===== config.mk =====
export PLATFORM = sky130hd
export DESIGN_NAME = url_field_splitter_core
export DESIGN_NICKNAME = d
export VERILOG_FILES = /design/src/rtl/ufs_pkg.sv /design/src/rtl/ufs_scan.sv /design/src/rtl/ufs_desc.sv /design/src/rtl/url_field_splitter_core.sv
export SDC_FILE = /design/constraint.sdc
export NUM_CORES = 1
export LEC_CHECK = 0
export ABC_AREA = 1
export BUFFER_PORTS_ARGS = -buffer_cell sky130_fd_sc_hd__buf_4
export CORE_MARGIN = 2
export CORE_UTILIZATION = 60
export DETAILED_ROUTE_END_ITERATION = 16
export PLACE_DENSITY = 0.84
export SLEW_MARGIN = 20
export SYNTH_ARGS = -nofsm -noshare
export SYNTH_HDL_FRONTEND = slang
export SYNTH_SLANG_ARGS = --single-unit

===== constraint.sdc =====
create_clock -name clk -period 4.3 [get_ports clk]
set_clock_uncertainty 0.15 [all_clocks]
set_input_delay 0.645 -clock clk [delete_from_list [all_inputs] [get_ports clk]]
set_output_delay 0.645 -clock clk [all_outputs]
set_load 0.01 [all_outputs]

===== src/rtl/ufs_pkg.sv =====
// Shared types, constants and scheme tables for the URL field splitter.
// No dependencies; imported by ufs_scan, ufs_desc and url_field_splitter_core.
package ufs_pkg;

    localparam int MAX_URL_LEN = 256;
    localparam int POS_W       = $clog2(MAX_URL_LEN + 2);
    localparam int FIELD_W     = 8;
    localparam int PROTO_W     = 4;
    localparam int BYTE_W      = 8;

    localparam int NUM_SCHEMES = 9;
    localparam int NUM_CAND    = NUM_SCHEMES + 1;
    localparam int CAND_URL    = NUM_SCHEMES;
    localparam int SCH_MAXLEN  = 9;
    localparam int IDX_W       = $clog2(SCH_MAXLEN + 1);

    localparam logic [NUM_CAND-1:0] CAND_ALL     = '1;
    localparam logic [NUM_CAND-1:0] CAND_SCHEMES = NUM_CAND'((1 << NUM_SCHEMES) - 1);

    localparam logic [BYTE_W-1:0] CH_SP    = 8'h20;
    localparam logic [BYTE_W-1:0] CH_CR    = 8'h0D;
    localparam logic [BYTE_W-1:0] CH_LF    = 8'h0A;
    localparam logic [BYTE_W-1:0] CH_TAB   = 8'h09;
    localparam logic [BYTE_W-1:0] CH_LT    = 8'h3C;
    localparam logic [BYTE_W-1:0] CH_GT    = 8'h3E;
    localparam logic [BYTE_W-1:0] CH_COLON = 8'h3A;
    localparam logic [BYTE_W-1:0] CH_SLASH = 8'h2F;
    localparam logic [BYTE_W-1:0] CH_HASH  = 8'h23;
    localparam logic [BYTE_W-1:0] CH_UC_A  = 8'h41;
    localparam logic [BYTE_W-1:0] CH_UC_Z  = 8'h5A;
    localparam logic [BYTE_W-1:0] CH_NUL   = 8'h00;

    typedef enum logic [1:0] {
        ST_OK,
        ST_EMPTY,
        ST_UNKNOWN,
        ST_TOO_LONG
    } status_t;

    // Candidate order: the nine schemes by priority, then the "url:" prefix.
    localparam logic [BYTE_W-1:0] SCH_CHR [NUM_CAND][SCH_MAXLEN] = '{
        '{"h", "t", "t", "p", ":", "/", "/", CH_NUL, CH_NUL},
        '{"f", "t", "p", ":", "/", "/", CH_NUL, CH_NUL, CH_NUL},
        '{"f", "i", "l", "e", ":", "/", "/", CH_NUL, CH_NUL},
        '{"g", "o", "p", "h", "e", "r", ":", "/", "/"},
        '{"m", "a", "i", "l", "t", "o", ":", CH_NUL, CH_NUL},
        '{"n", "e", "w", "s", ":", CH_NUL, CH_NUL, CH_NUL, CH_NUL},
        '{"n", "n", "t", "p", ":", CH_NUL, CH_NUL, CH_NUL, CH_NUL},
        '{"t", "e", "l", "n", "e", "t", ":", "/", "/"},
        '{"w", "a", "i", "s", ":", CH_NUL, CH_NUL, CH_NUL, CH_NUL},
        '{"u", "r", "l", ":", CH_NUL, CH_NUL, CH_NUL, CH_NUL, CH_NUL}
    };

    localparam logic [IDX_W-1:0] SCH_LEN [NUM_CAND] = '{
        IDX_W'(7), IDX_W'(6), IDX_W'(7), IDX_W'(9), IDX_W'(7),
        IDX_W'(5), IDX_W'(5), IDX_W'(9), IDX_W'(5), IDX_W'(4)
    };

    localparam logic [PROTO_W-1:0] SCH_CODE [NUM_CAND] = '{
        PROTO_W'(1), PROTO_W'(2), PROTO_W'(2), PROTO_W'(3), PROTO_W'(4),
        PROTO_W'(5), PROTO_W'(6), PROTO_W'(7), PROTO_W'(8), PROTO_W'(0)
    };

    typedef struct packed {
        logic               too_long;
        logic               any_ns;
        logic [PROTO_W-1:0] proto;
        logic               saw_lt;
        logic               lnp_gt;
        logic [POS_W-1:0]   lnp;
        logic [POS_W-1:0]   hs;
        logic               h_end_vld;
        logic [POS_W-1:0]   h_end;
        logic               colon;
        logic [POS_W-1:0]   port_start;
        logic               p_end_vld;
        logic [POS_W-1:0]   p_end;
        logic               path_vld;
        logic [POS_W-1:0]   path_start;
        logic               hash_vld;
        logic [POS_W-1:0]   hash;
    } ufs_snap_t;

    typedef struct packed {
        logic [FIELD_W-1:0] section_length;
        logic [FIELD_W-1:0] section_start;
        logic [FIELD_W-1:0] path_length;
        logic [FIELD_W-1:0] path_start;
        logic [FIELD_W-1:0] port_length;
        logic [FIELD_W-1:0] port_start;
        logic [FIELD_W-1:0] host_length;
        logic [FIELD_W-1:0] host_start;
        logic [PROTO_W-1:0] protocol;
        status_t            status;
    } ufs_desc_t;

    localparam int DESC_W       = $bits(ufs_desc_t);
    localparam int OUT_TDATA_W  = ((DESC_W + 7) / 8) * 8;

    function automatic logic is_space(input logic [BYTE_W-1:0] c);
        return (c == CH_SP) || (c == CH_CR) || (c == CH_LF) || (c == CH_TAB);
    endfunction

    function automatic logic [BYTE_W-1:0] to_lower(input logic [BYTE_W-1:0] c);
        return ((c >= CH_UC_A) && (c <= CH_UC_Z)) ? c + BYTE_W'(32) : c;
    endfunction

endpackage


===== src/rtl/ufs_scan.sv =====
// Input beat register and per-byte scanner: scheme match, field delimiters, trim marks.
// Depends on ufs_pkg; hands a ufs_snap_t snapshot to ufs_desc on the last beat.
module ufs_scan (
    input  logic                     clk,
    input  logic                     rst_n,
    input  logic                     s_tvalid,
    output logic                     s_tready,
    input  logic [ufs_pkg::BYTE_W-1:0] s_tdata,   // [7:0] url_byte
    input  logic                     s_tlast,
    output logic                     snap_valid,
    input  logic                     snap_ready,
    output ufs_pkg::ufs_snap_t       snap
);
    import ufs_pkg::*;

    typedef enum logic [3:0] {
        PH_LEAD,
        PH_SCHEME,
        PH_URLSP,
        PH_FAIL,
        PH_HOST_FIRST,
        PH_HOST,
        PH_PORT_FIRST,
        PH_PORT,
        PH_PATH,
        PH_SECTION
    } phase_t;

    logic               in_valid_reg;
    logic [BYTE_W-1:0]  in_byte_reg;
    logic               in_last_reg;
    logic               snap_valid_reg;
    ufs_snap_t          snap_reg;
    ufs_snap_t          snap_next;

    phase_t             phase_reg,  phase_next;
    logic [POS_W-1:0]   pos_reg,    pos_next;
    logic [IDX_W-1:0]   idx_reg,    idx_next;
    logic [NUM_CAND-1:0] cand_reg,  cand_next;
    logic               saw_lt_reg, saw_lt_next;
    logic               any_ns_reg, any_ns_next;
    logic [POS_W-1:0]   lnp_reg,    lnp_next;
    logic               lnp_gt_reg, lnp_gt_next;
    logic [PROTO_W-1:0] proto_reg,  proto_next;
    logic [POS_W-1:0]   hs_reg,     hs_next;
    logic               h_end_vld_reg, h_end_vld_next;
    logic [POS_W-1:0]   h_end_reg,  h_end_next;
    logic               colon_reg,  colon_next;
    logic [POS_W-1:0]   port_start_reg, port_start_next;
    logic               p_end_vld_reg, p_end_vld_next;
    logic [POS_W-1:0]   p_end_reg,  p_end_next;
    logic               path_vld_reg, path_vld_next;
    logic [POS_W-1:0]   path_start_reg, path_start_next;
    logic               hash_vld_reg, hash_vld_next;
    logic [POS_W-1:0]   hash_reg,   hash_next;

    logic               take;
    logic               is_sp;
    logic [BYTE_W-1:0]  lc;
    logic [POS_W-1:0]   cur;
    logic               m_go;
    logic [IDX_W-1:0]   m_idx;
    logic [NUM_CAND-1:0] m_mask;
    logic [NUM_CAND-1:0] alive;
    logic [NUM_CAND-1:0] done;

    assign take       = in_valid_reg && (!in_last_reg || !snap_valid_reg || snap_ready);
    assign s_tready   = !in_valid_reg || take;
    assign snap_valid = snap_valid_reg;
    assign snap       = snap_reg;

    assign is_sp = is_space(in_byte_reg);
    assign lc    = to_lower(in_byte_reg);
    assign cur   = pos_reg;

    always_comb
    begin
        m_go   = 1'b0;
        m_idx  = idx_reg;
        m_mask = cand_reg;
        unique case (phase_reg)
            PH_LEAD:
            begin
                if (!is_sp && (in_byte_reg != CH_LT))
                begin
                    m_go   = 1'b1;
                    m_idx  = '0;
                    m_mask = CAND_ALL;
                end
            end
            PH_SCHEME:
            begin
                m_go = 1'b1;
            end
            PH_URLSP:
            begin
                if (in_byte_reg != CH_SP)
                begin
                    m_go   = 1'b1;
                    m_idx  = '0;
                    m_mask = CAND_SCHEMES;
                end
            end
            default:
            begin
                m_go = 1'b0;
            end
        endcase
    end

    always_comb
    begin
        for (int c = 0; c < NUM_CAND; c++)
        begin
            alive[c] = m_mask[c] && (m_idx < SCH_LEN[c]) && (lc == SCH_CHR[c][m_idx]);
            done[c]  = alive[c] && (m_idx == SCH_LEN[c] - IDX_W'(1));
        end
    end

    always_comb
    begin
        phase_next      = phase_reg;
        pos_next        = (pos_reg <= POS_W'(MAX_URL_LEN)) ? pos_reg + POS_W'(1) : pos_reg;
        idx_next        = idx_reg;
        cand_next       = cand_reg;
        saw_lt_next     = saw_lt_reg;
        any_ns_next     = any_ns_reg;
        lnp_next        = lnp_reg;
        lnp_gt_next     = lnp_gt_reg;
        proto_next      = proto_reg;
        hs_next         = hs_reg;
        h_end_vld_next  = h_end_vld_reg;
        h_end_next      = h_end_reg;
        colon_next      = colon_reg;
        port_start_next = port_start_reg;
        p_end_vld_next  = p_end_vld_reg;
        p_end_next      = p_end_reg;
        path_vld_next   = path_vld_reg;
        path_start_next = path_start_reg;
        hash_vld_next   = hash_vld_reg;
        hash_next       = hash_reg;

        if (!is_sp)
        begin
            any_ns_next = 1'b1;
            lnp_next    = cur;
            lnp_gt_next = (in_byte_reg == CH_GT);
        end

        unique case (phase_reg)
            PH_LEAD:
            begin
                if (in_byte_reg == CH_LT)
                begin
                    saw_lt_next = 1'b1;
                    phase_next  = PH_SCHEME;
                    idx_next    = '0;
                    cand_next   = CAND_ALL;
                end
            end
            PH_URLSP:
            begin
                if (in_byte_reg == CH_SP)
                begin
                    phase_next = PH_SCHEME;
                    idx_next   = '0;
                    cand_next  = CAND_SCHEMES;
                end
            end
            PH_HOST_FIRST:
            begin
                phase_next = PH_HOST;
            end
            PH_HOST:
            begin
                if (in_byte_reg == CH_COLON)
                begin
                    h_end_vld_next  = 1'b1;
                    h_end_next      = cur;
                    colon_next      = 1'b1;
                    port_start_next = cur + POS_W'(1);
                    phase_next      = PH_PORT_FIRST;
                end
                else if (in_byte_reg == CH_SLASH)
                begin
                    h_end_vld_next  = 1'b1;
                    h_end_next      = cur;
                    path_vld_next   = 1'b1;
                    path_start_next = cur;
                    phase_next      = PH_PATH;
                end
            end
            PH_PORT_FIRST:
            begin
                phase_next = PH_PORT;
            end
            PH_PORT:
            begin
                if (in_byte_reg == CH_SLASH)
                begin
                    p_end_vld_next  = 1'b1;
                    p_end_next      = cur;
                    path_vld_next   = 1'b1;
                    path_start_next = cur;
                    phase_next      = PH_PATH;
                end
            end
            PH_PATH:
            begin
                if (in_byte_reg == CH_HASH)
                begin
                    hash_vld_next = 1'b1;
                    hash_next     = cur;
                    phase_next    = PH_SECTION;
                end
            end
            default:
            begin
                phase_next = phase_reg;
            end
        endcase

        if (m_go)
        begin
            if (done[CAND_URL])
            begin
                phase_next = PH_URLSP;
            end
            else if (|done)
            begin
                for (int c = 0; c < NUM_SCHEMES; c++)
                begin
                    if (done[c])
                    begin
                        proto_next = SCH_CODE[c];
                    end
                end
                hs_next    = cur + POS_W'(1);
                phase_next = PH_HOST_FIRST;
            end
            else if (alive == '0)
            begin
                phase_next = PH_FAIL;
            end
            else
            begin
                phase_next = PH_SCHEME;
                idx_next   = m_idx + IDX_W'(1);
                cand_next  = alive;
            end
        end

        snap_next.too_long   = (pos_reg >= POS_W'(MAX_URL_LEN));
        snap_next.any_ns     = any_ns_next;
        snap_next.proto      = proto_next;
        snap_next.saw_lt     = saw_lt_next;
        snap_next.lnp_gt     = lnp_gt_next;
        snap_next.lnp        = lnp_next;
        snap_next.hs         = hs_next;
        snap_next.h_end_vld  = h_end_vld_next;
        snap_next.h_end      = h_end_next;
        snap_next.colon      = colon_next;
        snap_next.port_start = port_start_next;
        snap_next.p_end_vld  = p_end_vld_next;
        snap_next.p_end      = p_end_next;
        snap_next.path_vld   = path_vld_next;
        snap_next.path_start = path_start_next;
        snap_next.hash_vld   = hash_vld_next;
        snap_next.hash       = hash_next;
    end

    always_ff @(posedge clk or negedge rst_n)
    begin
        if (!rst_n)
        begin
            in_valid_reg   <= 1'b0;
            in_byte_reg    <= '0;
            in_last_reg    <= 1'b0;
            snap_valid_reg <= 1'b0;
            snap_reg       <= '0;
            phase_reg      <= PH_LEAD;
            pos_reg        <= '0;
            idx_reg        <= '0;
            cand_reg       <= CAND_ALL;
            saw_lt_reg     <= 1'b0;
            any_ns_reg     <= 1'b0;
            lnp_reg        <= '0;
            lnp_gt_reg     <= 1'b0;
            proto_reg      <= '0;
            hs_reg         <= '0;
            h_end_vld_reg  <= 1'b0;
            h_end_reg      <= '0;
            colon_reg      <= 1'b0;
            port_start_reg <= '0;
            p_end_vld_reg  <= 1'b0;
            p_end_reg      <= '0;
            path_vld_reg   <= 1'b0;
            path_start_reg <= '0;
            hash_vld_reg   <= 1'b0;
            hash_reg       <= '0;
        end
        else
        begin
            if (s_tready)
            begin
                in_valid_reg <= s_tvalid;
                if (s_tvalid)
                begin
                    in_byte_reg <= s_tdata;
                    in_last_reg <= s_tlast;
                end
            end

            if (take && in_last_reg)
            begin
                snap_valid_reg <= 1'b1;
                snap_reg       <= snap_next;
            end
            else if (snap_ready)
            begin
                snap_valid_reg <= 1'b0;
            end

            if (take && in_last_reg)
            begin
                phase_reg      <= PH_LEAD;
                pos_reg        <= '0;
                idx_reg        <= '0;
                cand_reg       <= CAND_ALL;
                saw_lt_reg     <= 1'b0;
                any_ns_reg     <= 1'b0;
                lnp_reg        <= '0;
                lnp_gt_reg     <= 1'b0;
                proto_reg      <= '0;
                hs_reg         <= '0;
                h_end_vld_reg  <= 1'b0;
                h_end_reg      <= '0;
                colon_reg      <= 1'b0;
                port_start_reg <= '0;
                p_end_vld_reg  <= 1'b0;
                p_end_reg      <= '0;
                path_vld_reg   <= 1'b0;
                path_start_reg <= '0;
                hash_vld_reg   <= 1'b0;
                hash_reg       <= '0;
            end
            else if (take)
            begin
                phase_reg      <= phase_next;
                pos_reg        <= pos_next;
                idx_reg        <= idx_next;
                cand_reg       <= cand_next;
                saw_lt_reg     <= saw_lt_next;
                any_ns_reg     <= any_ns_next;
                lnp_reg        <= lnp_next;
                lnp_gt_reg     <= lnp_gt_next;
                proto_reg      <= proto_next;
                hs_reg         <= hs_next;
                h_end_vld_reg  <= h_end_vld_next;
                h_end_reg      <= h_end_next;
                colon_reg      <= colon_next;
                port_start_reg <= port_start_next;
                p_end_vld_reg  <= p_end_vld_next;
                p_end_reg      <= p_end_next;
                path_vld_reg   <= path_vld_next;
                path_start_reg <= path_start_next;
                hash_vld_reg   <= hash_vld_next;
                hash_reg       <= hash_next;
            end
        end
    end

    a_single_match: assert property (@(posedge clk) disable iff (!rst_n)
        m_go |-> $onehot0(done))
        else $error("more than one scheme candidate completed on one byte");

    a_scheme_alive: assert property (@(posedge clk) disable iff (!rst_n)
        (phase_reg == PH_SCHEME) |-> (cand_reg != '0))
        else $error("scheme phase with no live candidate");

    a_colon_ends_host: assert property (@(posedge clk) disable iff (!rst_n)
        colon_reg |-> h_end_vld_reg)
        else $error("port opened without a host delimiter");

endmodule


===== src/rtl/ufs_desc.sv =====
// Descriptor stage: trims the end mark, truncates field lengths and registers the result.
// Depends on ufs_pkg; fed by ufs_scan, drives the master-side stream.
module ufs_desc (
    input  logic                          clk,
    input  logic                          rst_n,
    input  logic                          snap_valid,
    output logic                          snap_ready,
    input  ufs_pkg::ufs_snap_t            snap,
    output logic                          m_tvalid,
    input  logic                          m_tready,
    output logic [ufs_pkg::OUT_TDATA_W-1:0] m_tdata
);
    import ufs_pkg::*;

    logic             out_valid_reg;
    ufs_desc_t        desc_reg;
    ufs_desc_t        desc_next;
    logic [POS_W-1:0] end_pos;
    logic             host_ok;
    logic             port_ok;
    logic [POS_W-1:0] host_len;
    logic [POS_W-1:0] port_len;
    logic [POS_W-1:0] path_len;
    logic [POS_W-1:0] sect_start;
    logic [POS_W-1:0] sect_len;

    assign snap_ready = !out_valid_reg || m_tready;
    assign m_tvalid   = out_valid_reg;
    assign m_tdata    = {{(OUT_TDATA_W - DESC_W){1'b0}}, desc_reg};

    always_comb
    begin
        end_pos = (snap.saw_lt && snap.lnp_gt) ? snap.lnp : snap.lnp + POS_W'(1);
        host_ok = snap.hs < end_pos;
        port_ok = snap.colon && (snap.port_start < end_pos);

        host_len = '0;
        if (host_ok)
        begin
            host_len = snap.h_end_vld ? snap.h_end - snap.hs : end_pos - snap.hs;
        end

        port_len = '0;
        if (port_ok)
        begin
            port_len = snap.p_end_vld ? snap.p_end - snap.port_start
                                      : end_pos - snap.port_start;
        end

        path_len = '0;
        if (snap.path_vld)
        begin
            path_len = snap.hash_vld ? snap.hash - snap.path_start
                                     : end_pos - snap.path_start;
        end

        sect_start = '0;
        sect_len   = '0;
        if (snap.hash_vld)
        begin
            sect_start = snap.hash + POS_W'(1);
            sect_len   = end_pos - snap.hash - POS_W'(1);
        end

        desc_next = '0;
        priority if (snap.too_long)
        begin
            desc_next.status = ST_TOO_LONG;
        end
        else if (!snap.any_ns)
        begin
            desc_next.status = ST_EMPTY;
        end
        else if (snap.proto == '0)
        begin
            desc_next.status = ST_UNKNOWN;
        end
        else
        begin
            desc_next.status         = ST_OK;
            desc_next.protocol       = snap.proto;
            desc_next.host_start     = snap.hs[FIELD_W-1:0];
            desc_next.host_length    = host_len[FIELD_W-1:0];
            desc_next.port_start     = snap.colon ? snap.port_start[FIELD_W-1:0] : '0;
            desc_next.port_length    = port_len[FIELD_W-1:0];
            desc_next.path_start     = snap.path_vld ? snap.path_start[FIELD_W-1:0] : '0;
            desc_next.path_length    = path_len[FIELD_W-1:0];
            desc_next.section_start  = sect_start[FIELD_W-1:0];
            desc_next.section_length = sect_len[FIELD_W-1:0];
        end
    end

    always_ff @(posedge clk or negedge rst_n)
    begin
        if (!rst_n)
        begin
            out_valid_reg <= 1'b0;
            desc_reg      <= '0;
        end
        else if (snap_ready)
        begin
            out_valid_reg <= snap_valid;
            if (snap_valid)
            begin
                desc_reg <= desc_next;
            end
        end
    end

    a_error_fields_zero: assert property (@(posedge clk) disable iff (!rst_n)
        (out_valid_reg && (desc_reg.status != ST_OK)) |->
            (desc_reg.protocol == '0) && (desc_reg.host_start == '0) &&
            (desc_reg.host_length == '0) && (desc_reg.port_start == '0) &&
            (desc_reg.port_length == '0) && (desc_reg.path_start == '0) &&
            (desc_reg.path_length == '0) && (desc_reg.section_start == '0) &&
            (desc_reg.section_length == '0))
        else $error("error descriptor carries field data");

    a_ok_has_protocol: assert property (@(posedge clk) disable iff (!rst_n)
        (out_valid_reg && (desc_reg.status == ST_OK)) |-> (desc_reg.protocol != '0))
        else $error("ok descriptor without protocol");

endmodule


===== src/rtl/url_field_splitter_core.sv =====
// Top level of the URL field splitter: byte stream in, one field descriptor per URL out.
// Depends on ufs_pkg, ufs_scan and ufs_desc.
//
// Slave side: one URL byte per beat in s_tdata[7:0]; s_tlast marks the final byte.
// Master side: one descriptor beat per URL, once its final byte has been scanned.
// Status 0 ok, 1 empty or all whitespace, 2 unknown scheme, 3 longer than
// MAX_URL_LEN bytes; on any nonzero status all other fields are zero.
// Throughput: one byte per cycle while m_tready is high, sustained across URL boundaries.
// The descriptor shows on m_tvalid once the final byte has passed the input register,
// the scan snapshot register and the output register.
// Reset clears the scanner to the leading-whitespace phase at byte offset zero
// and empties all three registers; the first beat after reset starts a new URL.
// When m_tready is low the descriptor holds; the scanner keeps taking bytes
// until the next final byte finds the snapshot register still occupied, then
// s_tready drops until the output drains.
module url_field_splitter_core (
    input  logic                             clk,
    input  logic                             rst_n,
    input  logic                             s_tvalid,
    output logic                             s_tready,
    input  logic [ufs_pkg::BYTE_W-1:0]       s_tdata,   // [7:0] url_byte
    input  logic                             s_tlast,
    output logic                             m_tvalid,
    input  logic                             m_tready,
    // [1:0] status, [5:2] protocol, [13:6] host_start, [21:14] host_length,
    // [29:22] port_start, [37:30] port_length, [45:38] path_start,
    // [53:46] path_length, [61:54] section_start, [69:62] section_length, [71:70] zero
    output logic [ufs_pkg::OUT_TDATA_W-1:0]  m_tdata
);
    import ufs_pkg::*;

    logic      snap_valid;
    logic      snap_ready;
    ufs_snap_t snap;

    ufs_scan u_scan (
        .clk        (clk),
        .rst_n      (rst_n),
        .s_tvalid   (s_tvalid),
        .s_tready   (s_tready),
        .s_tdata    (s_tdata),
        .s_tlast    (s_tlast),
        .snap_valid (snap_valid),
        .snap_ready (snap_ready),
        .snap       (snap)
    );

    ufs_desc u_desc (
        .clk        (clk),
        .rst_n      (rst_n),
        .snap_valid (snap_valid),
        .snap_ready (snap_ready),
        .snap       (snap),
        .m_tvalid   (m_tvalid),
        .m_tready   (m_tready),
        .m_tdata    (m_tdata)
    );

endmodule

* Word-level counts from Yosys, hierarchy flattened *
Memory sizes are Yosys's and may differ from the RTL's.
Index checks and enable logic that the tools add are counted.

storage, ports and cells
  bits in registers = 256
  ROM bits = 1280
  word-level logic and storage cells = 342
  memories = 10

memory list
  name             words  width  rd ports  clocked after Yosys merged registers in  wr ports  line             RTL
  (no name shown)  16     8      1         0                                        0         ufs_scan.sv:115  alive[c] = m_mask[c] && (m_idx < SCH_LEN[c]) && (lc == SCH_CHR[c][m_idx]);
  (no name shown)  16     8      1         0                                        0         ufs_scan.sv:115
  (no name shown)  16     8      1         0                                        0         ufs_scan.sv:115
  (no name shown)  16     8      1         0                                        0         ufs_scan.sv:115
  (no name shown)  16     8      1         0                                        0         ufs_scan.sv:115
  (no name shown)  16     8      1         0                                        0         ufs_scan.sv:115
  4 more memories  -      -      -         -                                        -         -

operators by class
  $add $sub $neg = 13
  $lt $le $gt $ge = 12
  eq/ne operators = 36
  mux-type cells = 158
  bitwise logic cells = 1
  reduce and logical (&&, ||, !) cells = 60

operators with widths
  operator                                                    count
  2-to-1 mux 9 bit                                            33
  2-to-1 mux 8 bit                                            31
  2-to-1 mux 68 bit                                           3
  2-to-1 mux 4 bit                                            34
  2-to-1 mux 10 bit                                           10
  == test 8 bit                                               10
  subtractor 8 bit                                            7
  == test 8 x 6 -> 1 bit, second input constant               6
  case mux 10 bit (2 select lines)                            2
  logical AND 1 bit                                           36
  2-to-1 mux 1 bit                                            35
  == test 4 x 3 -> 1 bit, second input constant               7
  case mux 4 bit (7 select lines)                             1
  == test 8 x 4 -> 1 bit, second input constant               3
  adder 9 x 1 -> 9 bit, second input constant                 2
  less-than comparator 9 bit                                  2
  case mux 9 bit (2 select lines)                             1
  less-than comparator 4 x 3 -> 1 bit, second input constant  4
  inequality test 8 x 6 -> 1 bit, second input constant       2
  case mux 4 bit (2 select lines)                             2
  inequality test 4 x 1 -> 1 bit, second input constant       3
  zero test 10 bit                                            1
  OR reduction 10 bit                                         1
  >= comparator 9 bit, second input constant                  1
  other kinds (23)                                            43

* Depth between registers and ports, before layout *
Gate-level depths: netlist (run 1).

  word-level depth = 29
  gate-level depth with buffers = 33

* By module *
A second synthesis (run 1) with hierarchy kept.

unflattened totals
  cell total of the unflattened synthesis = 2137
  area total of the unflattened synthesis = 15692.6 um^2

modules (own cells, without submodules)
  module    instances  cells an instance  area an instance (um^2)  seq. area each (um^2)
  ufs_scan  1          1470               10679.0                  4742.0
  ufs_desc  1          667                5013.6                   1776.7

* Least setup slack after synthesis (run 1) *
OpenSTA, ideal clock, no wires.

  path type = flip-flop to flip-flop
  from = register u_scan.in_byte_reg[3]
  to = register u_scan.hs_reg[5]
  setup time = 0.117 ns
  arrival = 3.321 ns
  data required time = 4.033 ns
  slack = 0.712 ns
  cell stages (with the launch flop) = 30
  clock period less this slack = 3.588 ns
  cell sequence = dfrtp_1 nor2_1 inv_2 nor2_1 nand2_1 nand2_2 nand2_1 nand2_2 buf_6 buf_2 nand2_1 ha_1 clkbuf_1 nor2_1 inv_1 nand2_1 nand4_1 nor3_1 nand3_1 nor2_1 nand4_1 o21ai_1 inv_2 nand3_2 nand2_2 buf_6 nand2_1 o21ai_2 nand2_1 nand2_1

on the way
  word-level cells in the longest chain between the ends = 21
  elaborated cells on any way between the ends = 112
  those cells by class = add/sub: 1; order compare: 7; eq/ne: 21; mux: 35; bitwise: 1; reduce/logical: 37; memory: 10

RTL lines
  item                                                                     line             RTL
  start, declared                                                          ufs_scan.sv:30   logic [BYTE_W-1:0] in_byte_reg;
  start signal, assigned                                                   ufs_scan.sv:309  in_byte_reg <= s_tdata;
  == test 8 x 6 -> 1 bit / == test 8 x 4 -> 1 bit (equally long branches)  ufs_pkg.sv:101   return (c == CH_SP) || (c == CH_CR) || (c == CH_LF) || (c == CH_TAB);
  logical OR 1 bit (3 in a row)                                            ufs_pkg.sv:101
  zero test 1 bit                                                          ufs_scan.sv:84   if (!is_sp && (in_byte_reg != CH_LT))
  logical AND 1 bit                                                        ufs_scan.sv:84
  2-to-1 mux 4 bit                                                         ufs_scan.sv:84
  case mux 4 bit (2 select lines)                                          ufs_scan.sv:81   unique case (phase_reg)
  NOT 4 -> 5 bit (implied by the code)                                     ufs_scan.sv:115
  memory read (16 x 8 bit)                                                 -
  [3 not listed]                                                           -
  logical AND 1 bit                                                        ufs_scan.sv:115
  logical AND 1 bit                                                        ufs_scan.sv:116  done[c] = alive[c] && (m_idx == SCH_LEN[c] - IDX_W'(1));
  OR reduction 10 bit                                                      ufs_scan.sv:229  else if (|done)
  2-to-1 mux 9 bit                                                         ufs_scan.sv:229
  2-to-1 mux 9 bit                                                         ufs_scan.sv:225  if (done[CAND_URL])
  2-to-1 mux 9 bit *                                                       ufs_scan.sv:223  if (m_go)
  2-to-1 mux 9 bit *                                                       ufs_scan.sv:347  else if (take)
  2-to-1 mux 9 bit *                                                       ufs_scan.sv:324  if (take && in_last_reg)
  end signal, assigned                                                     ufs_scan.sv:358  hs_reg <= hs_next;
  end, declared                                                            ufs_scan.sv:45   logic [POS_W-1:0] hs_reg, hs_next;

Every way passes the cells marked *; elsewhere a longest branch is shown, timed or not. The select of a mux whose other input is x is not followed.
A chain may end at the register's enable or synchronous reset.

* Final worst setup path (run 1) *
  from = register u_scan.in_byte_reg[6]
  to = register u_scan.snap_reg (netlist bit u_scan.snap[72])

on the way
  word-level cells in the longest chain between the ends = 27
  elaborated cells on any way between the ends = 119
  those cells by class = add/sub: 1; order compare: 7; eq/ne: 21; mux: 42; bitwise: 1; reduce/logical: 37; memory: 10

RTL lines
  item                                                                     line             RTL
  == test 8 x 6 -> 1 bit / == test 8 x 4 -> 1 bit (equally long branches)  ufs_pkg.sv:101
  logical OR 1 bit (3 in a row)                                            ufs_pkg.sv:101
  zero test 1 bit                                                          ufs_scan.sv:84
  logical AND 1 bit                                                        ufs_scan.sv:84
  2-to-1 mux 4 bit                                                         ufs_scan.sv:84
  case mux 4 bit (2 select lines)                                          ufs_scan.sv:81
  NOT 4 -> 5 bit (implied by the code)                                     ufs_scan.sv:115
  memory read (16 x 8 bit)                                                 -
  2-to-1 mux 8 bit (implied by the code) (2 in a row)                      ufs_scan.sv:115
  == test 8 bit                                                            ufs_scan.sv:115
  logical AND 1 bit                                                        ufs_scan.sv:115
  logical AND 1 bit                                                        ufs_scan.sv:116
  2-to-1 mux 4 bit (9 in a row)                                            ufs_scan.sv:233  if (done[c])
  2-to-1 mux 4 bit                                                         ufs_scan.sv:229
  2-to-1 mux 4 bit                                                         ufs_scan.sv:225
  2-to-1 mux 4 bit *                                                       ufs_scan.sv:223
  end signal, assigned                                                     ufs_scan.sv:317  snap_reg <= snap_next;
  end, declared                                                            ufs_scan.sv:33   ufs_snap_t snap_reg;

Marks and branches as above.

==> reports/summary.txt, run 1 <==
Drt total wl = 46.2 mm
Ys flop type = dfrtp_1
Fraction of layout cells with a size suffix above 1 = 0.111
Arr. time, crit path = 4.34 ns
Most common cell after layout, fill and taps aside = nand2_1
Area Overhead vs Synth = 12.7%
PortBufs = 84
Setup-failing EPs final = 0
Critical Path End Type = flop
Synth cell types = 49
Final #Nets = 2161
Gr ovfl total = 0
Final Cycle Share = 0.936
Post-synth EDFFs = 0
Leak = 8.63 nW
Antenna Cells = 0
Syn Std Cell Area = 14900 um2
Max Freq = 0.248 GHz
Die outline height = 162 um
Fill cells = 1936
Final hold violation count = 0
Placement Rows = 57
Max Slew Vio Count = 0
Measured slew at the worst slew-check pin = 0.934 ns
Most frequent cells in the layout = 605 x nand2_1, 242 x o21ai_0, 242 x dfrtp_1
Crit-path max FO = 21
Storage element area = 6320 um2
Sequential share of the synthesized area = 0.423
Final hold slack = 0.0193 ns
Initial Util = 0.612
Worst setup path endpoint = u_scan.snap[72]
DRC viols = 0
Final core utilization = 0.689
Area of the multi-input gates = 7360 um2
H-tree depth = 1
Total track usage = 0.356
Drt initial violations = 1800
Routed len/inst = 19.0 um
Bufs on Longest Clock Path = 3
Crit. Startpoint = u_scan.in_byte_reg[6]
Total number of vias = 14.5k
Routability cong. = 1.10
Min Tclk post-route = 4.02 ns
Die area = 26100 um2
Router iterations before antenna repair = 6
Seq cells post-synth = 252
Routed Antenna Nets = 0
Hold buffers post-CTS = 0
Initial antenna violation count = 0
Start of the worst register-to-register path = u_scan.in_byte_reg[6]
RR Endpoint = u_scan.snap[72]
Vias in the first global route = 13.8k
Largest net degree at the start of global routing = 114
YS warnings = 0
R2R Setup Slk = 0.28 ns
Max FFs per register = 72
Core region area = 24400 um2
Synthesized area per cell = 7.37 um2
Clock Sinks = 252
Worst-skew pair later-pin latency = 0.53 ns
Chip Width = 162 um
Pwr Density = 466 nW/um2
WP data required = 4.62 ns
CTS tree = built
Synth async-reset ratio = 1.00
Relative slew slack = 0.370
I/O pin total = 87
Synthesized instance count = 2024
Maximum VDD drop = 0.000367 V
Reg2Reg Depth = 23
CTS clk-pin slew, worst paths = 0.06 ns
Vias/cell = 5.96
First-pass GRT wire length = 73.8 mm
Num CTS Buffers = 26
Crit path launch type = flop
Worst hold path type = primary input to asynchronous set/reset pin
Max-cap violation count = 0
CTS root buf = clkbuf_16
Status = finished clean
Crit Path Class = flop to flop
HPWL after DPL = 32.8 mm
## layout make-up
class,count,area share
inverters,236,0.0527
well taps,324,0.0241
clock buffers,38,0.0437
repair buffers,122,0.0579
clock inverters,9,0.00811
flip-flops and latches,252,0.376
multi-input cells,1450,0.438
## kinds of logic (layout without fill, tap and decap cells)
family / count (synthesis) / after routing / share of synthesized area
compound gates: 389 / 389 / 0.146
xor+xnor: 44 / 44 / 0.0258
fa+ha+maj: 60 / 60 / 0.0523
buf+inv: 323 / 405 / 0.0863
flops: 252 / 252 / 0.423
other cells: 1 / 2 / 0.000251
simple gates: 955 / 955 / 0.266
## report_power, final
part | switching, mW | internal, mW | total [mW]
Combinational | 1.98 | 0.914 | 2.89
Clock | 0.936 | 1.37 | 2.30
Sequential | 0.161 | 2.48 | 2.64
## how the worst min path moves through the flow
| stage | endpoint | slack (ns) | depth (start not counted) |
|---|---|---|---|
| 4_1_cts | u_desc.m_tdata[56] | 0.07 | 1 |
| 2_1_floorplan | u_desc.m_tdata[0] | 0.20 | 0 |
| 6_report | u_desc.m_tdata[48] | 0.02 | 1 |
| 3_5_place_dp | u_scan.hs_reg[3] | 0.32 | 2 |
| 5_1_grt | u_desc.m_tdata[49] | 0.09 | 1 |
| 3_3_place_gp | u_scan.path_start_reg[7] | 0.31 | 2 |
## repair_timing
item,4_1_cts,5_1_grt
buffers inserted,0,2
endpoints found under the setup margin,0,36
gates resized for setup,0,8
## layer usage
metal  track usage  share of wire  vias up
li1              -              -     6700
met2         0.590           0.47      804
met3        0.0447          0.087      199
met1         0.453           0.38     6784
met4         0.210          0.065        0
met5             0              0        -
## critical path, stage by stage (launching register included)
cell	delay [ns]
dfrtp_1	0.40
inv_1	0.09
nand2_1	0.12
nor2_2	0.15
nand2_1	0.12
nand2_1	0.10
nand2_1	0.08
nand2_2	0.14
nand2_1	0.14
ha_1	0.38
inv_1	0.14
nand3_2	0.14
nand3_2	0.13
xor2_1	0.37
nor2_1	0.10
nand3_1	0.12
nand3_1	0.09
nor2_2	0.15
nand3_2	0.21
nand2_4	0.30
nand2_1	0.09
o21ai_1	0.12
nand2_1	0.07
nand2_1	0.07
## synth_stat cells, types with 4 or more instances
library cell | number | share of area
nand2_1 | 607 | 0.15
dfrtp_1 | 242 | 0.41
o21ai_0 | 242 | 0.081
inv_1 | 214 | 0.054
nor2_1 | 152 | 0.038
nand3_1 | 112 | 0.038
clkbuf_1 | 62 | 0.016
ha_1 | 56 | 0.047
a21oi_1 | 40 | 0.013
o22ai_1 | 38 | 0.016
nand4_1 | 36 | 0.015
xor2_1 | 35 | 0.021
inv_2 | 15 | 0.0038
nor3_1 | 14 | 0.0047
o21ai_1 | 13 | 0.0044
dfstp_2 | 10 | 0.018
buf_2 | 9 | 0.0030
nand2_2 | 9 | 0.0038
o21ai_2 | 9 | 0.0053
xnor2_1 | 9 | 0.0053
a22o_1 | 8 | 0.0047
buf_4 | 7 | 0.0035
clkinv_1 | 7 | 0.0018
nand3_2 | 7 | 0.0047
a32o_1 | 6 | 0.0040
o211ai_1 | 6 | 0.0030
o31ai_1 | 6 | 0.0030
a31oi_1 | 5 | 0.0021
buf_6 | 5 | 0.0038
buf_1 | 4 | 0.0010
fa_1 | 4 | 0.0054
nor2_2 | 4 | 0.0017
## stage by stage
stage                     instance area (um2)  setup slack [ns]  setup TNS, ns  std cells  power (mW)
after floorplan                         14900             0.712              0       2025        4.65
after global placement                  15900             0.190              0       2382        5.38
after CTS                               16800            0.0915              0       2429        7.74
final                                   16800             0.275              0       2431        7.83
after detailed placement                15900            0.0979              0       2382        5.42
after global routing                    16800           -0.0141        -0.0257       2431        8.27
No activity file was read; power rests on OpenSTA's default activity.
==> run 2, diff against run 1 <==
--- a/config.mk
+++ b/config.mk
@@ -11,6 +11,7 @@
 export CORE_UTILIZATION = 60
 export DETAILED_ROUTE_END_ITERATION = 16
 export PLACE_DENSITY = 0.84
+export SETUP_SLACK_MARGIN = 0.5
 export SLEW_MARGIN = 20
 export SYNTH_ARGS = -nofsm -noshare
 export SYNTH_HDL_FRONTEND = slang
==> run 2 against run 1 <==
  * Count of clock-buffer cells in the layout stayed put
  * Total power is 4.0% higher
  * Critical endpoint is now u_scan.cand_reg[5]
  * Routed wire length is 3.5% higher
  * Sequential share of layout area is 1.0 points lower
  * Worst hold slack better by 0.0073 ns
  * Core utilization is 1.9 points higher
  * Register-to-register slack better by 0.30 ns
  * Sequential power hardly changed
  * Fmax is 8.0% higher
==> reports/summary.txt, run 2 (same netlist as run 1, synthesis figures left out) <==
Worst-skew pair later-pin latency = 0.54 ns
Placed cell count = 2382
CTS tree = built
Setup-failing EPs final = 0
WP depth = 23
Post-Place Setup Slack = 0.0979 ns
Part of the power in the clock network = 0.284
Routed len/inst = 19.6 um
Critical Path End Type = flop
Fraction of layout cells with a size suffix above 1 = 0.139
Drt initial violations = 1854
Pwr Density = 471 nW/um2
WP data required = 4.63 ns
Clock Sinks = 252
Worst Path Buf+Inv = 4
Chip Width = 162 um
DRC viols = 0
Relative slew slack = 0.390
Most frequent cells in the layout = 590 x nand2_1, 239 x o21ai_0, 238 x dfrtp_1
Final Cycle Share = 0.867
Initial Util = 0.612
Worst setup path endpoint = u_scan.cand_reg[5]
Antenna Cells = 0
Gr ovfl total = 0
Initial antenna violation count = 0
Net Switching = 3.25 mW
Crit. Startpoint = u_scan.phase_reg[2]
Top delay family on crit path = simple AND/OR/NAND/NOR gates
CTS root buf = clkbuf_16
Reg power frac = 0.325
Total track usage = 0.357
Area Overhead vs Synth = 15.9%
Vias/cell = 6.04
Placement Rows = 57
Max-cap violation count = 0
Worst path most repeated cell = nand3_1
Min Tclk post-route = 3.73 ns
Crit Path Class = flop to flop
Drt total wl = 47.9 mm
Final worst setup slack = 0.572 ns
Maximum VDD drop = 0.000381 V
Core region area = 24400 um2
Sw Share = 0.399
Placement Cell Area = 15900 um2
Routed Antenna Nets = 0
Leak = 8.79 nW
Most common cell after layout, fill and taps aside = nand2_1
Post-route cell area = 17300 um2
Bufs on Longest Clock Path = 3
Largest net degree at the start of global routing = 114
HPWL after DPL = 32.8 mm
Hold buffers post-CTS = 0
Max Freq = 0.268 GHz
Total number of vias = 14.8k
CP max stage delay = 0.41 ns
Reg2Reg Depth = 23
Combinational share of power = 0.391
R2R Setup Slk = 0.57 ns
Crit-path max FO = 8
Final hold violation count = 0
RR Endpoint = u_scan.cand_reg[5]
Start of the worst register-to-register path = u_scan.phase_reg[2]
Int Pwr = 4.89 mW
I/O pin total = 87
Cell Chain, Critical Path = inv_2 -> nand2_2 -> nor3_4 -> nand2_2 -> nand2_4 -> nand2_8 -> nand2_8 -> ha_4 -> inv_1 -> nand3_2 -> nand3_4 -> xor2_4 -> nor2_1 -> nand3_1 -> nand3_1 -> nor2_4 -> nand3_4 -> nor2_4 -> buf_12 -> nand2_1 -> nand3_1 -> nand2_1 -> inv_1
Max Slew Vio Count = 0
Worst hold path type = primary input to asynchronous set/reset pin
CTS clk-pin slew, worst paths = 0.06 ns
Measured slew at the worst slew-check pin = 0.915 ns
Final core utilization = 0.709
Status = finished clean
RSZ-0062 raised after global routing = false
Die outline height = 162 um
Vias in the first global route = 13.8k
Die area = 26100 um2
TNS Setup = 0 ns
Num CTS Buffers = 26
Arr. time, crit path = 4.05 ns
Max FFs per register = 72
First-pass GRT wire length = 73.9 mm
Final #Nets = 2177
PortBufs = 84
H-tree depth = 1
Worst path slowest cell = dfrtp_1
Router iterations before antenna repair = 6
Crit path launch type = flop
Fin cells = 2447
Routability cong. = 1.10
## run 2: cell types whose count changed in the layout (fill, tap and decap cells not counted), moves of 5 or more
cell	before	now
nand2_1	605	590
nor2_4	1	9
nor2_1	146	139
inv_1	214	205
nand2_4	4	9
buf_4	117	129
nand2_2	9	16
inv_2	15	23
## run 2: cell type report
cell class                 count  area [um2]
inverter                     236         892
fill                        1868        7100
multi-input combinational   1451        7660
clock buffer                  38         736
clock inverter                 9         136
tap                          324         405
timing repair buffer         137        1130
sequential                   252        6320
## run 2: stage by stage
step                power, mW  hold slack, ns
floorplan                4.65           0.199
global placement         5.38           0.312
detailed placement       5.42           0.316
finish                   8.15          0.0266
CTS                      7.76          0.0673
global route             8.56          0.0949
## run 2: what timing repair did
item / 4_1_cts / 5_1_grt
buffers inserted: 1 / 14
pin swaps: 2 / 21
resized for setup: 11 / 80
cloned: 0 / 3
setup endpoints to repair: 37 / 47
## run 2: power groups by stage
| stage | clock (mW) | sequential (mW) | combinational [mW] |
|---|---|---|---|
| finish | 2.31 | 2.65 | 3.19 |
| global route | 2.43 | 2.65 | 3.48 |
| CTS | 2.31 | 2.63 | 2.83 |
| detailed placement | 0 | 2.66 | 2.76 |
| global placement | 0 | 2.66 | 2.72 |
| floorplan | 0 | 2.59 | 2.06 |
## run 2: worst reg2reg max path, stage by stage, from the launching register on
cell and delay (ns):
dfrtp_1 0.41, inv_2 0.11, nand2_2 0.12, nor3_4 0.23
nand2_2 0.11, nand2_4 0.11, nand2_8 0.09, nand2_8 0.13
ha_4 0.23, inv_1 0.11, nand3_2 0.15, nand3_4 0.15
xor2_4 0.23, nor2_1 0.08, nand3_1 0.11, nand3_1 0.12
nor2_4 0.17, nand3_4 0.21, nor2_4 0.26, buf_12 0.16
nand2_1 0.05, nand3_1 0.08, nand2_1 0.06, inv_1 0.05
## run 2: how the worst min path moves through the flow
stage / slack, ns / endpoint / depth (start not counted) / startpoint
CTS: 0.07 / u_desc.m_tdata[56] / 1 / rst_n
global placement: 0.31 / u_scan.path_start_reg[7] / 2 / u_scan.path_start_reg[7]
floorplan: 0.20 / u_desc.m_tdata[0] / 0 / rst_n
global route: 0.09 / u_desc.m_tdata[49] / 1 / rst_n
finish: 0.03 / u_desc.m_tdata[48] / 1 / rst_n
detailed placement: 0.32 / u_scan.hs_reg[3] / 2 / u_scan.hs_reg[3]
## run 2: metal layers
layer	global-route usage	up-vias	routed length, um
met4	0.220	0	3310
met3	0.0478	224	4370
met1	0.452	6937	17900
met5	0	-	0
met2	0.586	882	22300
li1	-	6736	-
